### config.mk
export PLATFORM = sky130hd
export DESIGN_NAME = integer_to_ascii_radix_unit
export DESIGN_NICKNAME = d
export VERILOG_FILES = /design/src/rtl/core/itar_pkg.sv /design/src/rtl/core/integer_to_ascii_radix_unit.sv /design/src/rtl/core/itar_div.sv
export VERILOG_INCLUDE_DIRS = /design/src /design/src/rtl/core
export SDC_FILE = /design/constraint.sdc
export NUM_CORES = 1
export LEC_CHECK = 0
export BUFFER_PORTS_ARGS = -buffer_cell sky130_fd_sc_hd__buf_2
export CAP_MARGIN = 20
export CORE_AREA = 10 10 217 219
export DETAILED_ROUTE_END_ITERATION = 16
export DIE_AREA = 0 0 227 229
export SLEW_MARGIN = 10
export SYNTH_ARGS = -nofsm -noshare
export SYNTH_HDL_FRONTEND = slang
export SYNTH_SLANG_ARGS = --single-unit
### constraint.sdc
create_clock -name clk -period 3.7 [get_ports clk]
set_clock_uncertainty 0.15 [all_clocks]
set_input_delay 0.74 -clock clk [delete_from_list [all_inputs] [get_ports clk]]
set_output_delay 0.74 -clock clk [all_outputs]
set_load 0.02 [all_outputs]
### src/rtl/core/integer_to_ascii_radix_unit_macros.svh
// Assertion macros shared by the integer to ASCII conversion RTL.
`ifndef INTEGER_TO_ASCII_RADIX_UNIT_MACROS_SVH
`define INTEGER_TO_ASCII_RADIX_UNIT_MACROS_SVH

// Same-cycle implication, sampled on clk, off while arst_n is low.
`define ITAR_ASSERT_NOW(label, ante, cons) \
	label: assert property (@(posedge clk) disable iff (!arst_n) (ante) |-> (cons)) \
		else $error("itar assertion failed");

// Next-cycle implication, sampled on clk, off while arst_n is low.
`define ITAR_ASSERT_NEXT(label, ante, cons) \
	label: assert property (@(posedge clk) disable iff (!arst_n) (ante) |=> (cons)) \
		else $error("itar assertion failed");

`endif

### src/rtl/core/itar_pkg.sv
// Shared constants, types and helpers for the integer to ASCII conversion unit.
package itar_pkg;

	localparam int WORD_BITS   = 32;
	localparam int DIGIT_W     = 6;
	localparam int DIG_IDX_W   = $clog2(WORD_BITS);
	localparam int DIG_CNT_W   = $clog2(WORD_BITS + 1);
	localparam int STEP_W      = $clog2(WORD_BITS);

	localparam logic [DIGIT_W-1:0] RADIX_MIN     = 6'd2;
	localparam logic [DIGIT_W-1:0] RADIX_MAX     = 6'd36;
	localparam logic [DIGIT_W-1:0] RADIX_DEFAULT = 6'd10;

	localparam logic [6:0] CHAR_ZERO  = 7'h30;
	localparam logic [6:0] CHAR_A     = 7'h61;
	localparam logic [6:0] CHAR_MINUS = 7'h2d;

	typedef struct packed {
		logic                 start;
		logic [WORD_BITS-1:0] dividend;
		logic [DIGIT_W-1:0]   base;
	} div_req_t;

	typedef struct packed {
		logic                 busy;
		logic                 done;
		logic [WORD_BITS-1:0] quot;
		logic [DIGIT_W-1:0]   rem;
	} div_stat_t;

	function automatic logic [6:0] digit_char(input logic [DIGIT_W-1:0] d);
		logic [6:0] d7;
		d7 = {1'b0, d};
		if (d < 6'd10) begin
			digit_char = CHAR_ZERO + d7;
		end else begin
			digit_char = CHAR_A + d7 - 7'd10;
		end
	endfunction

endpackage

### src/rtl/core/integer_to_ascii_radix_unit.sv
// Top level of the integer to ASCII conversion unit in bases 2 to 36.
`include "integer_to_ascii_radix_unit_macros.svh"

// Converts one 32-bit word per transfer to its ASCII digits, most significant
// first, one character per output transfer; the final character carries tlast.
// Digits above nine are lower-case letters. A minus sign leads only in signed
// mode with base ten and a negative word. A radix outside 2 to 36 is treated as
// ten and every character of that run carries tuser high. Each digit comes
// from the bit-serial divider (one quotient bit a cycle), and each character
// then leaves through the digit stack and the output register, held there
// while the output stalls. A new word is taken once the previous run has been
// handed to the output register.
module integer_to_ascii_radix_unit (
	input  logic        clk,
	input  logic        arst_n,
	input  logic        s_tvalid,
	output logic        s_tready,
	input  logic [31:0] s_tdata,   // [31:0] number
	input  logic [6:0]  s_tuser,   // [5:0] radix, [6] signed_mode
	output logic        m_tvalid,
	input  logic        m_tready,
	output logic [7:0]  m_tdata,   // [6:0] character, [7] zero fill
	output logic        m_tlast,   // last_char
	output logic        m_tuser    // [0] bad_radix
);
	import itar_pkg::*;

	localparam logic [2:0] ST_IDLE = 3'd0;
	localparam logic [2:0] ST_DIV  = 3'd1;
	localparam logic [2:0] ST_SIGN = 3'd2;
	localparam logic [2:0] ST_READ = 3'd3;
	localparam logic [2:0] ST_EMIT = 3'd4;

	logic [2:0]           state_q;
	logic [DIG_CNT_W-1:0] cnt_q;
	logic                 bad_q;
	logic                 neg_q;
	logic [DIGIT_W-1:0]   base_q;

	logic [DIGIT_W-1:0]   digit_mem [WORD_BITS];
	logic [DIGIT_W-1:0]   rd_q;
	logic [DIG_IDX_W-1:0] rd_idx;
	logic                 wr_en;

	logic                 out_valid_q;
	logic [6:0]           out_char_q;
	logic                 out_last_q;
	logic                 out_bad_q;

	div_req_t             div_req;
	div_stat_t            div_stat;

	logic                 in_xfer;
	logic                 slot_free;
	logic [WORD_BITS-1:0] in_val;
	logic [DIGIT_W-1:0]   in_radix;
	logic                 in_bad;
	logic                 in_neg;
	logic [WORD_BITS-1:0] in_mag;
	logic                 quot_zero;

	assign in_xfer   = s_tvalid && s_tready;
	assign slot_free = !out_valid_q || m_tready;
	assign in_val    = WORD_BITS'(s_tdata);
	assign in_radix  = s_tuser[5:0];
	assign in_bad    = (in_radix < RADIX_MIN) || (in_radix > RADIX_MAX);
	assign in_neg    = s_tuser[6] && (in_bad || (in_radix == RADIX_DEFAULT))
	                   && in_val[WORD_BITS-1];
	assign in_mag    = in_neg ? (~in_val + 1'b1) : in_val;
	assign quot_zero = (div_stat.quot == '0);

	always_comb begin
		div_req.start    = 1'b0;
		div_req.dividend = div_stat.quot;
		div_req.base     = RADIX_DEFAULT;
		if (in_xfer) begin
			div_req.start    = 1'b1;
			div_req.dividend = in_mag;
			div_req.base     = in_bad ? RADIX_DEFAULT : in_radix;
		end else if (state_q == ST_DIV && div_stat.done && !quot_zero) begin
			div_req.start    = 1'b1;
			div_req.dividend = div_stat.quot;
			div_req.base     = base_q;
		end
	end

	always_ff @(posedge clk) begin
		if (in_xfer) begin
			base_q <= in_bad ? RADIX_DEFAULT : in_radix;
		end
	end

	itar_div u_div (
		.clk    (clk),
		.arst_n (arst_n),
		.req    (div_req),
		.stat   (div_stat)
	);

	assign s_tready = (state_q == ST_IDLE);

	always_ff @(posedge clk or negedge arst_n) begin
		if (!arst_n) begin
			state_q <= ST_IDLE;
			cnt_q   <= '0;
			bad_q   <= 1'b0;
			neg_q   <= 1'b0;
		end else begin
			unique case (state_q)
				ST_IDLE: begin
					if (in_xfer) begin
						cnt_q   <= '0;
						bad_q   <= in_bad;
						neg_q   <= in_neg;
						state_q <= ST_DIV;
					end
				end
				ST_DIV: begin
					if (div_stat.done) begin
						cnt_q <= cnt_q + 1'b1;
						if (quot_zero) begin
							state_q <= neg_q ? ST_SIGN : ST_READ;
						end
					end
				end
				ST_SIGN: begin
					if (slot_free) begin
						state_q <= ST_READ;
					end
				end
				ST_READ: begin
					state_q <= ST_EMIT;
				end
				ST_EMIT: begin
					if (slot_free) begin
						cnt_q   <= cnt_q - 1'b1;
						state_q <= (cnt_q == DIG_CNT_W'(1)) ? ST_IDLE : ST_READ;
					end
				end
				default: begin
					state_q <= ST_IDLE;
				end
			endcase
		end
	end

	// Digits come out least significant first; read them back as a stack.
	assign wr_en  = (state_q == ST_DIV) && div_stat.done;
	assign rd_idx = DIG_IDX_W'(cnt_q - 1'b1);

	always_ff @(posedge clk) begin
		if (wr_en) begin
			digit_mem[cnt_q[DIG_IDX_W-1:0]] <= div_stat.rem;
		end
	end

	always_ff @(posedge clk) begin
		rd_q <= digit_mem[rd_idx];
	end

	always_ff @(posedge clk or negedge arst_n) begin
		if (!arst_n) begin
			out_valid_q <= 1'b0;
		end else if ((state_q == ST_SIGN || state_q == ST_EMIT) && slot_free) begin
			out_valid_q <= 1'b1;
		end else if (m_tready) begin
			out_valid_q <= 1'b0;
		end
	end

	always_ff @(posedge clk) begin
		if (state_q == ST_SIGN && slot_free) begin
			out_char_q <= CHAR_MINUS;
			out_last_q <= 1'b0;
			out_bad_q  <= bad_q;
		end else if (state_q == ST_EMIT && slot_free) begin
			out_char_q <= digit_char(rd_q);
			out_last_q <= (cnt_q == DIG_CNT_W'(1));
			out_bad_q  <= bad_q;
		end
	end

	assign m_tvalid = out_valid_q;
	assign m_tdata  = {1'b0, out_char_q};
	assign m_tlast  = out_last_q;
	assign m_tuser  = out_bad_q;

	`ITAR_ASSERT_NOW(a_idle_div_quiet, state_q == ST_IDLE, !div_stat.busy)
	`ITAR_ASSERT_NOW(a_cnt_bound, 1'b1, cnt_q <= DIG_CNT_W'(WORD_BITS))
	`ITAR_ASSERT_NOW(a_sign_only_neg, state_q == ST_SIGN, neg_q && cnt_q != '0)
	`ITAR_ASSERT_NOW(a_stack_nonempty, state_q == ST_READ || state_q == ST_EMIT, cnt_q != '0)
	`ITAR_ASSERT_NEXT(a_div_restart, state_q == ST_DIV && div_stat.done && !quot_zero,
		div_stat.busy)

endmodule

### src/rtl/core/itar_div.sv
// Bit-serial restoring divider: one quotient bit per cycle, small divisor.
module itar_div (
	input  logic                clk,
	input  logic                arst_n,
	input  itar_pkg::div_req_t  req,
	output itar_pkg::div_stat_t stat
);
	import itar_pkg::*;

	localparam logic [STEP_W-1:0] STEP_LAST = STEP_W'(WORD_BITS - 1);

	logic [WORD_BITS-1:0] shift_q;
	logic [DIGIT_W-1:0]   rem_q;
	logic [DIGIT_W-1:0]   base_q;
	logic [STEP_W-1:0]    step_q;
	logic                 busy_q;
	logic                 done_q;

	logic [DIGIT_W:0]     trial;
	logic                 fits;
	logic [DIGIT_W:0]     diff;

	assign trial = {rem_q, shift_q[WORD_BITS-1]};
	assign fits  = (trial >= {1'b0, base_q});
	assign diff  = trial - {1'b0, base_q};

	always_ff @(posedge clk or negedge arst_n) begin
		if (!arst_n) begin
			busy_q <= 1'b0;
			done_q <= 1'b0;
			step_q <= '0;
		end else begin
			done_q <= 1'b0;
			if (req.start) begin
				busy_q <= 1'b1;
				step_q <= '0;
			end else if (busy_q) begin
				step_q <= step_q + 1'b1;
				if (step_q == STEP_LAST) begin
					busy_q <= 1'b0;
					done_q <= 1'b1;
				end
			end
		end
	end

	// Dividend shifts out at the top while quotient bits shift in at the bottom.
	always_ff @(posedge clk) begin
		if (req.start) begin
			shift_q <= req.dividend;
			rem_q   <= '0;
			base_q  <= req.base;
		end else if (busy_q) begin
			shift_q <= {shift_q[WORD_BITS-2:0], fits};
			rem_q   <= fits ? diff[DIGIT_W-1:0] : trial[DIGIT_W-1:0];
		end
	end

	assign stat.busy = busy_q;
	assign stat.done = done_q;
	assign stat.quot = shift_q;
	assign stat.rem  = rem_q;

endmodule
==> results of run 1 <==
[sequential cells by signal, summed over array words and instances, names as in the netlist, 3 cells and up]
signal,cells
out_char_q,7
u_div.rem_q,6
digit_mem,192
base_q,6
u_div.step_q,5
cnt_q,6
rd_q,6
u_div.base_q,6
state_q,3
u_div.shift_q,32
[worst max-delay path, cell delays in order, from the launching register on]
cell	delay, ns
dfrtp_1	0.37
buf_4	0.18
nor3b_2	0.47
and2_1	0.42
nand2_1	0.39
nor2_1	0.64
[layout make-up]
class	count	area share (%)
clock buffer	28	4.668
inverter	30	0.7737
timing repair buffer	88	3.628
clock inverter	21	1.324
multi-input combinational	573	29.98
sequential	276	54.94
tap	546	4.694
[per-stage QoR]
stage / util (%) / setup slack, ns
detailed placement: 32.05 / 0.5671
floorplan: - / 0.2255
global placement: 32.05 / 0.6365
global route: 34.09 / 0.5556
finish: 34.09 / 0.7080
CTS: 34.09 / 0.7039
[layout by cell type, fill, tap and decap left out, types with 5 or more instances in the layout]
| cell type | n |
|---|---|
| a21oi_1 | 49 |
| clkinv_2 | 5 |
| nor2b_1 | 9 |
| clkbuf_16 | 27 |
| xnor2_1 | 16 |
| nand2_1 | 83 |
| mux2_2 | 5 |
| o22ai_1 | 8 |
| a22o_1 | 11 |
| dfxtp_1 | 20 |
| buf_4 | 35 |
| ha_1 | 16 |
| mux2i_1 | 5 |
| nand3_1 | 15 |
| o211ai_1 | 17 |
| mux4_2 | 48 |
| o211a_1 | 9 |
| nor4_1 | 26 |
| dfrtp_1 | 18 |
| or4_1 | 14 |
| a211o_1 | 12 |
| or3_1 | 13 |
| o21ai_0 | 20 |
| and3_1 | 5 |
| inv_1 | 29 |
| nor2_1 | 80 |
| nor3_1 | 17 |
| buf_2 | 53 |
| o31ai_1 | 6 |
| clkinv_1 | 7 |
| edfxtp_1 | 237 |
[layer usage]
layer / wire [um] / share of wire [%]
met2: 13750 / 47
met3: 1991 / 6.8
met1: 13300 / 45
met5: 0 / 0
met4: 438 / 1.5
[logic make-up (layout without fill, tap and decap cells)]
logic type	after synthesis	count (layout)	synth area share, %
and+or+nand+nor	302	302	12.10
DFF	276	276	62.97
AOI/OAI and AO/OA	173	173	9.473
buffers and inverters	81	167	2.730
muxes	58	58	9.354
xor gates and xnor gates	21	21	1.508
adders and majority gates	18	18	1.833
other	1	1	0.02954
[power groups by stage]
stage / Clock, uW / Sequential, uW / Combinational (uW)
after global placement: 0 / 4530 / 3700
after detailed placement: 0 / 4530 / 3760
after floorplan: 0 / 4550 / 2490
after global routing: 2920 / 4510 / 4090
after CTS: 2790 / 4470 / 3770
final: 2730 / 4470 / 3710
[final timing paths]
path,start,depth (start not counted),end
worst min register to register,out_char_q[4],2,out_char_q[4]
min in group clk,out_char_q[4],2,out_char_q[4]
worst min-delay path,arst_n,1,cnt_q[5]
max in group asynchronous,arst_n,1,cnt_q[0]
worst max-delay path,state_q[1],5,digit_mem[29][4]
worst max register to register,state_q[1],5,digit_mem[29][4]
==> results.sh, run 1 <==
export IMPL_htree_levels=1
export IMPL_synth_edf_count=237
export IMPL_cts_resized=0
export IMPL_start_kind="register"
export IMPL_multi_input_area_mm2=0.004363
export IMPL_seq_area_frac_synth_pct=62.97
export IMPL_seqPwrFrac_pct=40.9
export IMPL_nets=1057
export IMPL_ys_warnings_count=0
export IMPL_cts_buffer_depth=3
export IMPL_critPathCaptureType="register"
export IMPL_drt_pass1_iterations=7
export IMPL_finalPower_uw=10910
export IMPL_num_vias=8140
export IMPL_netlist_top_cells_count="edfxtp_1 (237), nand2_1 (83), nor2_1 (81)"
export IMPL_setup_tns_ns=0
export IMPL_fin_area_mm2=0.01456
export IMPL_finalSetupViolCount=0
export IMPL_switching_power_uw=3673
export IMPL_portBuffers=53
export IMPL_ant_nets=0
export IMPL_hpwl_um=19910
export IMPL_rsz0062_at_grt="no"
export IMPL_cts_root_buffer="clkbuf_16"
export IMPL_p_leak_uw=0.004998
export IMPL_synth_top_area_cell="edfxtp_1"
export IMPL_gp_congestion=0.8528
export IMPL_status="finished clean"
export IMPL_die_area_mm2=0.05198
export IMPL_seq_area_mm2=0.007996
export IMPL_rows=76
export IMPL_busiest_layer="met2"
export IMPL_yosysUniqueCellTypes=73
export IMPL_drc=0
export IMPL_syn_num_nets=991
export IMPL_finalCritPeriodShare_pct=80.87
export IMPL_grt_overflow_total=0
export IMPL_synthCells=930
export IMPL_powerDensity_mw_per_mm2=749.6
export IMPL_cts_tree="done"
export IMPL_use_met3_pct=1.891
export IMPL_numCtsBuffers=27
export IMPL_holdWs_ns=0.02603
export IMPL_grt_pass1_vias=8057
export IMPL_cts_hold_buffers=0
export IMPL_postSynthAreaPerCell_um2=13.65
export IMPL_grt_pass1_wl_um=46790
export IMPL_fillers=4132
export IMPL_cp_required_ns=3.72
export IMPL_wirelength_um=29480
export IMPL_grt_max_degree=38
export IMPL_dpl_cell_count=1513
export IMPL_p_comb_share_pct=34.0
export IMPL_drive_gt1_share_pct=19.98
export IMPL_coreArea_mm2=0.04270
export IMPL_routedWlPerCell_um=18.88
export IMPL_ys_ff_latch=276
export IMPL_p_int_uw=7239
export IMPL_first_iter_violations=717
export IMPL_diodes=0
export IMPL_async_flop_share_pct=6.884
export IMPL_worstSetupPathType="register to register"
export IMPL_netlist_area_mm2=0.01269
export IMPL_die_h_um=229
export IMPL_tightest_slew_ns=0.8499
export IMPL_antenna_found_initial=0
export IMPL_slew_viol_final=0
export IMPL_power_share_clock_pct=25.0
export IMPL_die_w_um=227
export IMPL_cp_max_fo=15
export IMPL_groute_layer_met1_usage_pct=16.05
export IMPL_post_cts_repair_setup_buffers=0
export IMPL_hold_violations=0
export IMPL_hold_path_class="input port to asynchronous set/reset pin"
export IMPL_switching_share_pct=33.66
export IMPL_synth_top_cells_by_area="edfxtp_1 (56%), mux4_2 (8.5%), dfrtp_1 (3.7%)"
export IMPL_grt_usage_pct=11.21
export IMPL_areaGrowthSynthToFinish_pct=14.67
export IMPL_ys_flop_type="edfxtp_1"
export IMPL_cts_sinks=276
export IMPL_place_area_mm2=0.01368
export IMPL_final_cells=1562
export IMPL_clk_insertion_delay_late_ns=0.54
export IMPL_yosys_cell_count_top_type="edfxtp_1"
export IMPL_max_freq_mhz=334.2
export IMPL_vdd_drop_max_v=0.0003878
export IMPL_grt_util_met2_pct=17.67
export IMPL_clkTransAtPathRegs_ns=0.07
export IMPL_vias_per_cell=5.211
export IMPL_reg2reg_slack_ns=0.71
export IMPL_synth_top_area_share_pct=56.07
export IMPL_min_period_ns=2.992
export IMPL_maxCapViolCount=0
export IMPL_relSlewSlack_pct=42.90
export IMPL_num_io_pins=55
export IMPL_initial_core_util_pct=29.73
export IMPL_crit_arrival_ns=3.01
Power figures use the tool's default switching activity.
==> inputs of run 2 (changes only) <==
--- a/config.mk
+++ b/config.mk
@@ -6,11 +6,12 @@
 export SDC_FILE = /design/constraint.sdc
 export NUM_CORES = 1
 export LEC_CHECK = 0
+export ABC_AREA = 1
 export BUFFER_PORTS_ARGS = -buffer_cell sky130_fd_sc_hd__buf_2
 export CAP_MARGIN = 20
-export CORE_AREA = 10 10 217 219
+export CORE_AREA = 10 10 224 226
 export DETAILED_ROUTE_END_ITERATION = 16
-export DIE_AREA = 0 0 227 229
+export DIE_AREA = 0 0 234 236
 export SLEW_MARGIN = 10
 export SYNTH_ARGS = -nofsm -noshare
 export SYNTH_HDL_FRONTEND = slang
==> constraint.sdc (replaced) <==
create_clock -name clk -period 3.15 [get_ports clk]
set_clock_uncertainty 0.15 [all_clocks]
set_input_delay 0.63 -clock clk [delete_from_list [all_inputs] [get_ports clk]]
set_output_delay 0.63 -clock clk [all_outputs]
set_load 0.02 [all_outputs]
==> run 2 against run 1 <==
  * Maximum frequency is 13% higher
  * Combinational power up 48%
  * Design area is 5.1% higher
  * Routed wire length is 20% higher
  * Largest cell class unchanged
  * Flip-flop and latch count unchanged
==> results.sh, run 2 <==
export IMPL_first_iter_violations=909
export IMPL_cp_startpoint="cnt_q[1]"
export IMPL_most_common_layout_cells="nor2_1 (274), nand2_1 (269), edfxtp_1 (237)"
export IMPL_grt_usage_pct=12.51
export IMPL_holdWs_ns=0.2717
export IMPL_routedWlPerCell_um=16.84
export IMPL_vias_per_cell=4.848
export IMPL_grt_max_degree=65
export IMPL_finalCritPeriodShare_pct=83.93
export IMPL_antenna_found_initial=0
export IMPL_synth_top_area_share_pct=52.62
export IMPL_min_from="s_tuser[1]"
export IMPL_slew_viol_final=0
export IMPL_die_h_um=236
export IMPL_cts_root_buffer="clkbuf_16"
export IMPL_rsz0062_at_grt="no"
export IMPL_drt_pass1_iterations=7
export IMPL_setup_tns_ns=0
export IMPL_reg2reg_slack_ns=0.51
export IMPL_tightest_slew_ns=0.8437
export IMPL_start_kind="register"
export IMPL_htree_levels=1
export IMPL_max_freq_mhz=378.3
export IMPL_synth_top_area_cell="edfxtp_1"
export IMPL_ant_nets=0
export IMPL_ys_warnings_count=0
export IMPL_netlist_area_mm2=0.01352
export IMPL_grt_overflow_total=0
export IMPL_cp_max_fo=25
export IMPL_gp_congestion=0.8840
export IMPL_worstSetupPathType="register to register"
export IMPL_crit_arrival_ns=2.99
export IMPL_grt_pass1_vias=9905
export IMPL_nets=1530
export IMPL_diodes=0
export IMPL_yosys_cell_count_top_type="nor2_1"
export IMPL_wirelength_um=35300
export IMPL_hold_depth=3
export IMPL_grt_pass1_wl_um=55720
export IMPL_clkTransAtPathRegs_ns=0.06
export IMPL_areaGrowthSynthToFinish_pct=13.08
export IMPL_rows=79
export IMPL_final_cells=2097
export IMPL_die_area_mm2=0.05522
export IMPL_cts_sinks=276
export IMPL_cp_required_ns=3.50
export IMPL_synth_top_cells_by_area="edfxtp_1 (53%), nor2_1 (7.6%), nand2_1 (7.5%)"
export IMPL_r2r_end="rd_q[2]"
export IMPL_synthCells=1425
export IMPL_reg2reg_depth=9
export IMPL_clk_insertion_delay_late_ns=0.55
export IMPL_ys_ff_latch=276
export IMPL_min_period_ns=2.644
export IMPL_coreArea_mm2=0.04586
export IMPL_r2r_start="cnt_q[1]"
export IMPL_drc=0
export IMPL_hold_violations=0
export IMPL_portBuffers=53
export IMPL_yosysUniqueCellTypes=46
export IMPL_postSynthAreaPerCell_um2=9.491
export IMPL_num_io_pins=55
export IMPL_dpl_cell_count=2044
export IMPL_vdd_drop_max_v=0.0007812
export IMPL_synth_edf_count=237
export IMPL_relSlewSlack_pct=43.75
export IMPL_async_flop_share_pct=6.884
export IMPL_layout_commonest_cell="nor2_1"
export IMPL_finalSetupViolCount=0
export IMPL_die_w_um=234
export IMPL_cts_tree="done"
export IMPL_cts_buffer_depth=3
export IMPL_initial_core_util_pct=29.49
export IMPL_largest_reg_flops=192
export IMPL_maxCapViolCount=0
export IMPL_final_util_pct=33.35
export IMPL_status="finished clean"
export IMPL_hold_path_class="input port to register"
export IMPL_netlist_top_cells_count="nor2_1 (274), nand2_1 (269), edfxtp_1 (237)"
export IMPL_num_vias=10170
export IMPL_numCtsBuffers=29
export IMPL_p_leak_uw=0.005758
export IMPL_seq_area_frac_synth_pct=59.10
export IMPL_powerDensity_mw_per_mm2=912.5
export IMPL_critPathCaptureType="register"
export IMPL_drive_gt1_share_pct=10.13
export IMPL_ys_flop_type="edfxtp_1"
export IMPL_hpwl_um=24050
export IMPL_hold_end="base_q[1]"
export IMPL_syn_num_nets=1486
==> run 2: cell count changes after synthesis, sizes merged, moves of 28 or more <==
cell    delta
nand3    +111
nor2     +202
inv       +76
o21ai    +121
o211ai    +36
mux4      -48
buf       +28
nand2    +192
a21oi     -29
==> run 2: cell families after synthesis <==
logic type	synth area share [%]
buffers and inverters	5.597
AND/OR/NAND/NOR	22.45
adder cells (fa/ha/maj)	1.721
XOR/XNOR	1.443
flip-flops	59.10
other	0.02773
AO/OA/AOI/OAI	9.659
==> run 2: critical path, stage by stage (launching register included) <==
cell      delay, ns
dfrtp_1        0.38
inv_1          0.14
ha_2           0.25
xnor2_4        0.67
inv_2          0.42
o211ai_1       0.23
nand3_1        0.12
nand2_1        0.09
nand2_1        0.05
nand2_1        0.08
==> run 2: what timing repair did <==
action | in CTS | in global routing
endpoints found under the hold margin | 19 | 0
hold buffers | 1 | 0
resized for setup | 0 | 0
buffers inserted | 0 | 0
==> run 2: worst max path at each step <==
| stage | end | slack (ns) | cells after the start |
|---|---|---|---|
| finish | rd_q[2] | 0.51 | 9 |
| global route | rd_q[3] | 0.34 | 9 |
| CTS | rd_q[2] | 0.51 | 9 |
| detailed placement | rd_q[2] | 0.53 | 9 |
| global placement | rd_q[2] | 0.58 | 9 |
| floorplan | digit_mem[16][0] | 0.68 | 7 |
==> run 2: power by group <==
group	internal [uW]	switching, uW	total (uW)
Combinational	1670	3820	5490
Clock	1920	1350	3280
Sequential	4870	314	5190
Total	8470	5490	14000
==> run 2: area by class of cell <==
| cell class | instances | area, um^2 |
|---|---|---|
| clock inverters | 16 | 150.1 |
| clock buffers | 36 | 752.0 |
| repair buffers | 75 | 457.9 |
| fillers | 4715 | 30570 |
| multi-input cells | 981 | 4777 |
| flip-flops and latches | 276 | 7994 |
| well taps | 607 | 759.5 |
| inverters | 106 | 402.9 |
==> run 2: per-layer routing <==
layer	vias up	track usage, %	share of wire, %
li1	4985	-	-
met2	293	20.44	47
met4	0	4.340	3.2
met3	64	2.317	6.1
met1	4824	16.23	43
met5	-	0	0
==> run 2: metrics by stage <==
| stage | instance area (um^2) | setup slack, ns | power [uW] |
|---|---|---|---|
| 2_1_floorplan | 13520 | 0.6780 | 8995 |
| 6_report | 15290 | 0.5063 | 13960 |
| 4_1_cts | 15290 | 0.5138 | 14030 |
| 3_3_place_gp | 14380 | 0.5804 | 10720 |
| 5_1_grt | 15290 | 0.3414 | 14850 |
| 3_5_place_dp | 14380 | 0.5263 | 10760 |
==> inputs of run 3 (changes only) <==
==> constraint.sdc (replaced) <==
create_clock -name clk -period 2.61 [get_ports clk]
set_clock_uncertainty 0.15 [all_clocks]
set_input_delay 0.522 -clock clk [delete_from_list [all_inputs] [get_ports clk]]
set_output_delay 0.522 -clock clk [all_outputs]
set_load 0.02 [all_outputs]
==> run 3 against run 2 <==
  * Combinational power rose by 22%
  * Flip-flop and latch count is the same
  * Design area rose by 1.9%
  * Die area is the same
  * Non-clock buffer count up 32
  * Hold slack got worse by 0.11 ns
  * Clock power grew 20%
  * First-iteration DRC count decreased by 5.2%
  * Utilization increased by 0.64 points
  * Register-to-register slack worse by 0.22 ns
  * Via count up 0.63%
  * Largest cell class unchanged
  * Highest routed layer unchanged
==> results.sh, run 3 (synthesis results as in run 2) <==
export IMPL_status="finished clean"
export IMPL_num_io_pins=55
export IMPL_hold_depth=3
export IMPL_routedWlPerCell_um=15.97
export IMPL_vias_per_cell=4.801
export IMPL_nets=1562
export IMPL_grt_overflow_total=0
export IMPL_setup_tns_ns=0
export IMPL_cts_root_buffer="clkbuf_16"
export IMPL_cts_tree="done"
export IMPL_min_period_ns=2.325
export IMPL_critPathCaptureType="register"
export IMPL_most_common_layout_cells="nor2_1 (274), nand2_1 (269), edfxtp_1 (237)"
export IMPL_p_leak_uw=0.005960
export IMPL_relSlewSlack_pct=62.15
export IMPL_post_place_ws_ns=0.2713
export IMPL_clk_insertion_delay_late_ns=0.56
export IMPL_crit_arrival_ns=2.37
export IMPL_num_vias=10230
export IMPL_gp_congestion=0.8894
export IMPL_r2r_end="digit_mem[7][0]"
export IMPL_path_common_cell="nor2_4"
export IMPL_ant_nets=0
export IMPL_portBuffers=53
export IMPL_htree_levels=1
export IMPL_slowest_delay_ns=0.54
export IMPL_areaGrowthSynthToFinish_pct=15.27
export IMPL_slowest_stage="nor2_1"
export IMPL_numCtsBuffers=29
export IMPL_initial_core_util_pct=29.49
export IMPL_cp_required_ns=2.66
export IMPL_largest_reg_flops=192
export IMPL_max_freq_mhz=430.1
export IMPL_slew_viol_final=0
export IMPL_grt_max_degree=97
export IMPL_worstSetupPathType="register to register"
export IMPL_post_cts_repair_setup_buffers=0
export IMPL_drive_gt1_share_pct=12.40
export IMPL_drc=0
export IMPL_hold_path_class="input port to register"
export IMPL_grt_pass1_wl_um=54280
export IMPL_reg2reg_slack_ns=0.28
export IMPL_powerDensity_mw_per_mm2=1084
export IMPL_cts_sinks=276
export IMPL_layout_commonest_cell="nor2_1"
export IMPL_cts_buffer_depth=3
export IMPL_die_h_um=236
export IMPL_grt_usage_pct=12.10
export IMPL_antenna_found_initial=0
export IMPL_rows=79
export IMPL_diodes=0
export IMPL_reg2reg_depth=5
export IMPL_cp_top_family="simple AND/OR/NAND/NOR gates"
export IMPL_finalSetupViolCount=0
export IMPL_first_iter_violations=862
export IMPL_finalPower_uw=16890
export IMPL_worst_path_buf_inv=0
export IMPL_hpwl_um=23130
export IMPL_r2r_start="state_q[2]"
export IMPL_hold_violations=0
export IMPL_rsz0062_at_grt="no"
export IMPL_start_kind="register"
export IMPL_die_w_um=234
export IMPL_fin_ws_ns=0.2847
export IMPL_clkTransAtPathRegs_ns=0.06
export IMPL_die_area_mm2=0.05522
export IMPL_tightest_slew_ns=0.5619
export IMPL_drt_pass1_iterations=7
export IMPL_path_cells="nor2_4 -> nand2_4 -> nor2_4 -> nand2_1 -> nor2_1"
export IMPL_maxCapViolCount=0
export IMPL_grt_pass1_vias=10110
export IMPL_hold_end="base_q[5]"
export IMPL_min_from="s_tuser[5]"
export IMPL_finalCritPeriodShare_pct=89.09
export IMPL_coreArea_mm2=0.04586
export IMPL_vdd_drop_max_v=0.0008785
export IMPL_wirelength_um=34040
export IMPL_cp_max_fo=8
[run 3: how the worst max path moves through the flow]
stage	depth (start not counted)	startpoint	slack, ns	endpoint
floorplan	7	cnt_q[0]	0.14	digit_mem[16][0]
global placement	5	state_q[2]	0.30	digit_mem[7][2]
detailed placement	5	state_q[2]	0.27	digit_mem[7][0]
CTS	4	state_q[2]	0.26	s_tready
global route	5	state_q[2]	0.18	digit_mem[23][2]
finish	5	state_q[2]	0.28	digit_mem[7][0]
[run 3: stage by stage]
step | util (%) | hold WS [ns] | cells | cell area (um^2)
finish | 33.99 | 0.1602 | 2131 | 15590
detailed placement | 31.96 | 0.3100 | 2076 | 14660
global route | 33.99 | 0.1677 | 2131 | 15590
floorplan | - | 0.07641 | 1425 | 13520
CTS | 33.99 | 0.1334 | 2131 | 15590
global placement | 31.96 | 0.2979 | 2076 | 14660
[run 3: report_power, final]
part	internal, uW	leakage, uW	switching, uW	total [uW]
combinational	2140	0.00293	4540	6690
clock	2250	0.000462	1690	3950
sequential	5880	0.00257	378	6260
[run 3: final cells by class]
type	count	area [um^2]
fill	4717	30280
sequential	276	7994
multi-input combinational	981	4777
clock buffer	35	789.5
tap	607	759.5
timing repair buffer	107	735.7
inverter	106	402.9
clock inverter	19	130.1
[run 3: worst register-to-register path: cells and delay by family (launching register included)]
kind             cells  cell delay (ns)
flip-flops           1             0.47
AND/OR/NAND/NOR      5             1.35
[run 3: routing by layer]
layer / GRT usage, % / routed length [um] / part of all wire [%] / up-vias
met3: 2.125 / 1897 / 5.6 / 57
li1: - / - / - / 5040
met1: 15.82 / 15350 / 45 / 4878
met4: 3.578 / 849 / 2.5 / 0
met2: 19.98 / 15950 / 47 / 255
met5: 0 / 0 / 0 / -
[run 3: timing repair]
action | in CTS | in global routing
gates resized for setup | 0 | 0
endpoints found under the hold margin | 19 | 0
hold buffers | 1 | 0
endpoints found under the setup margin | 0 | 0
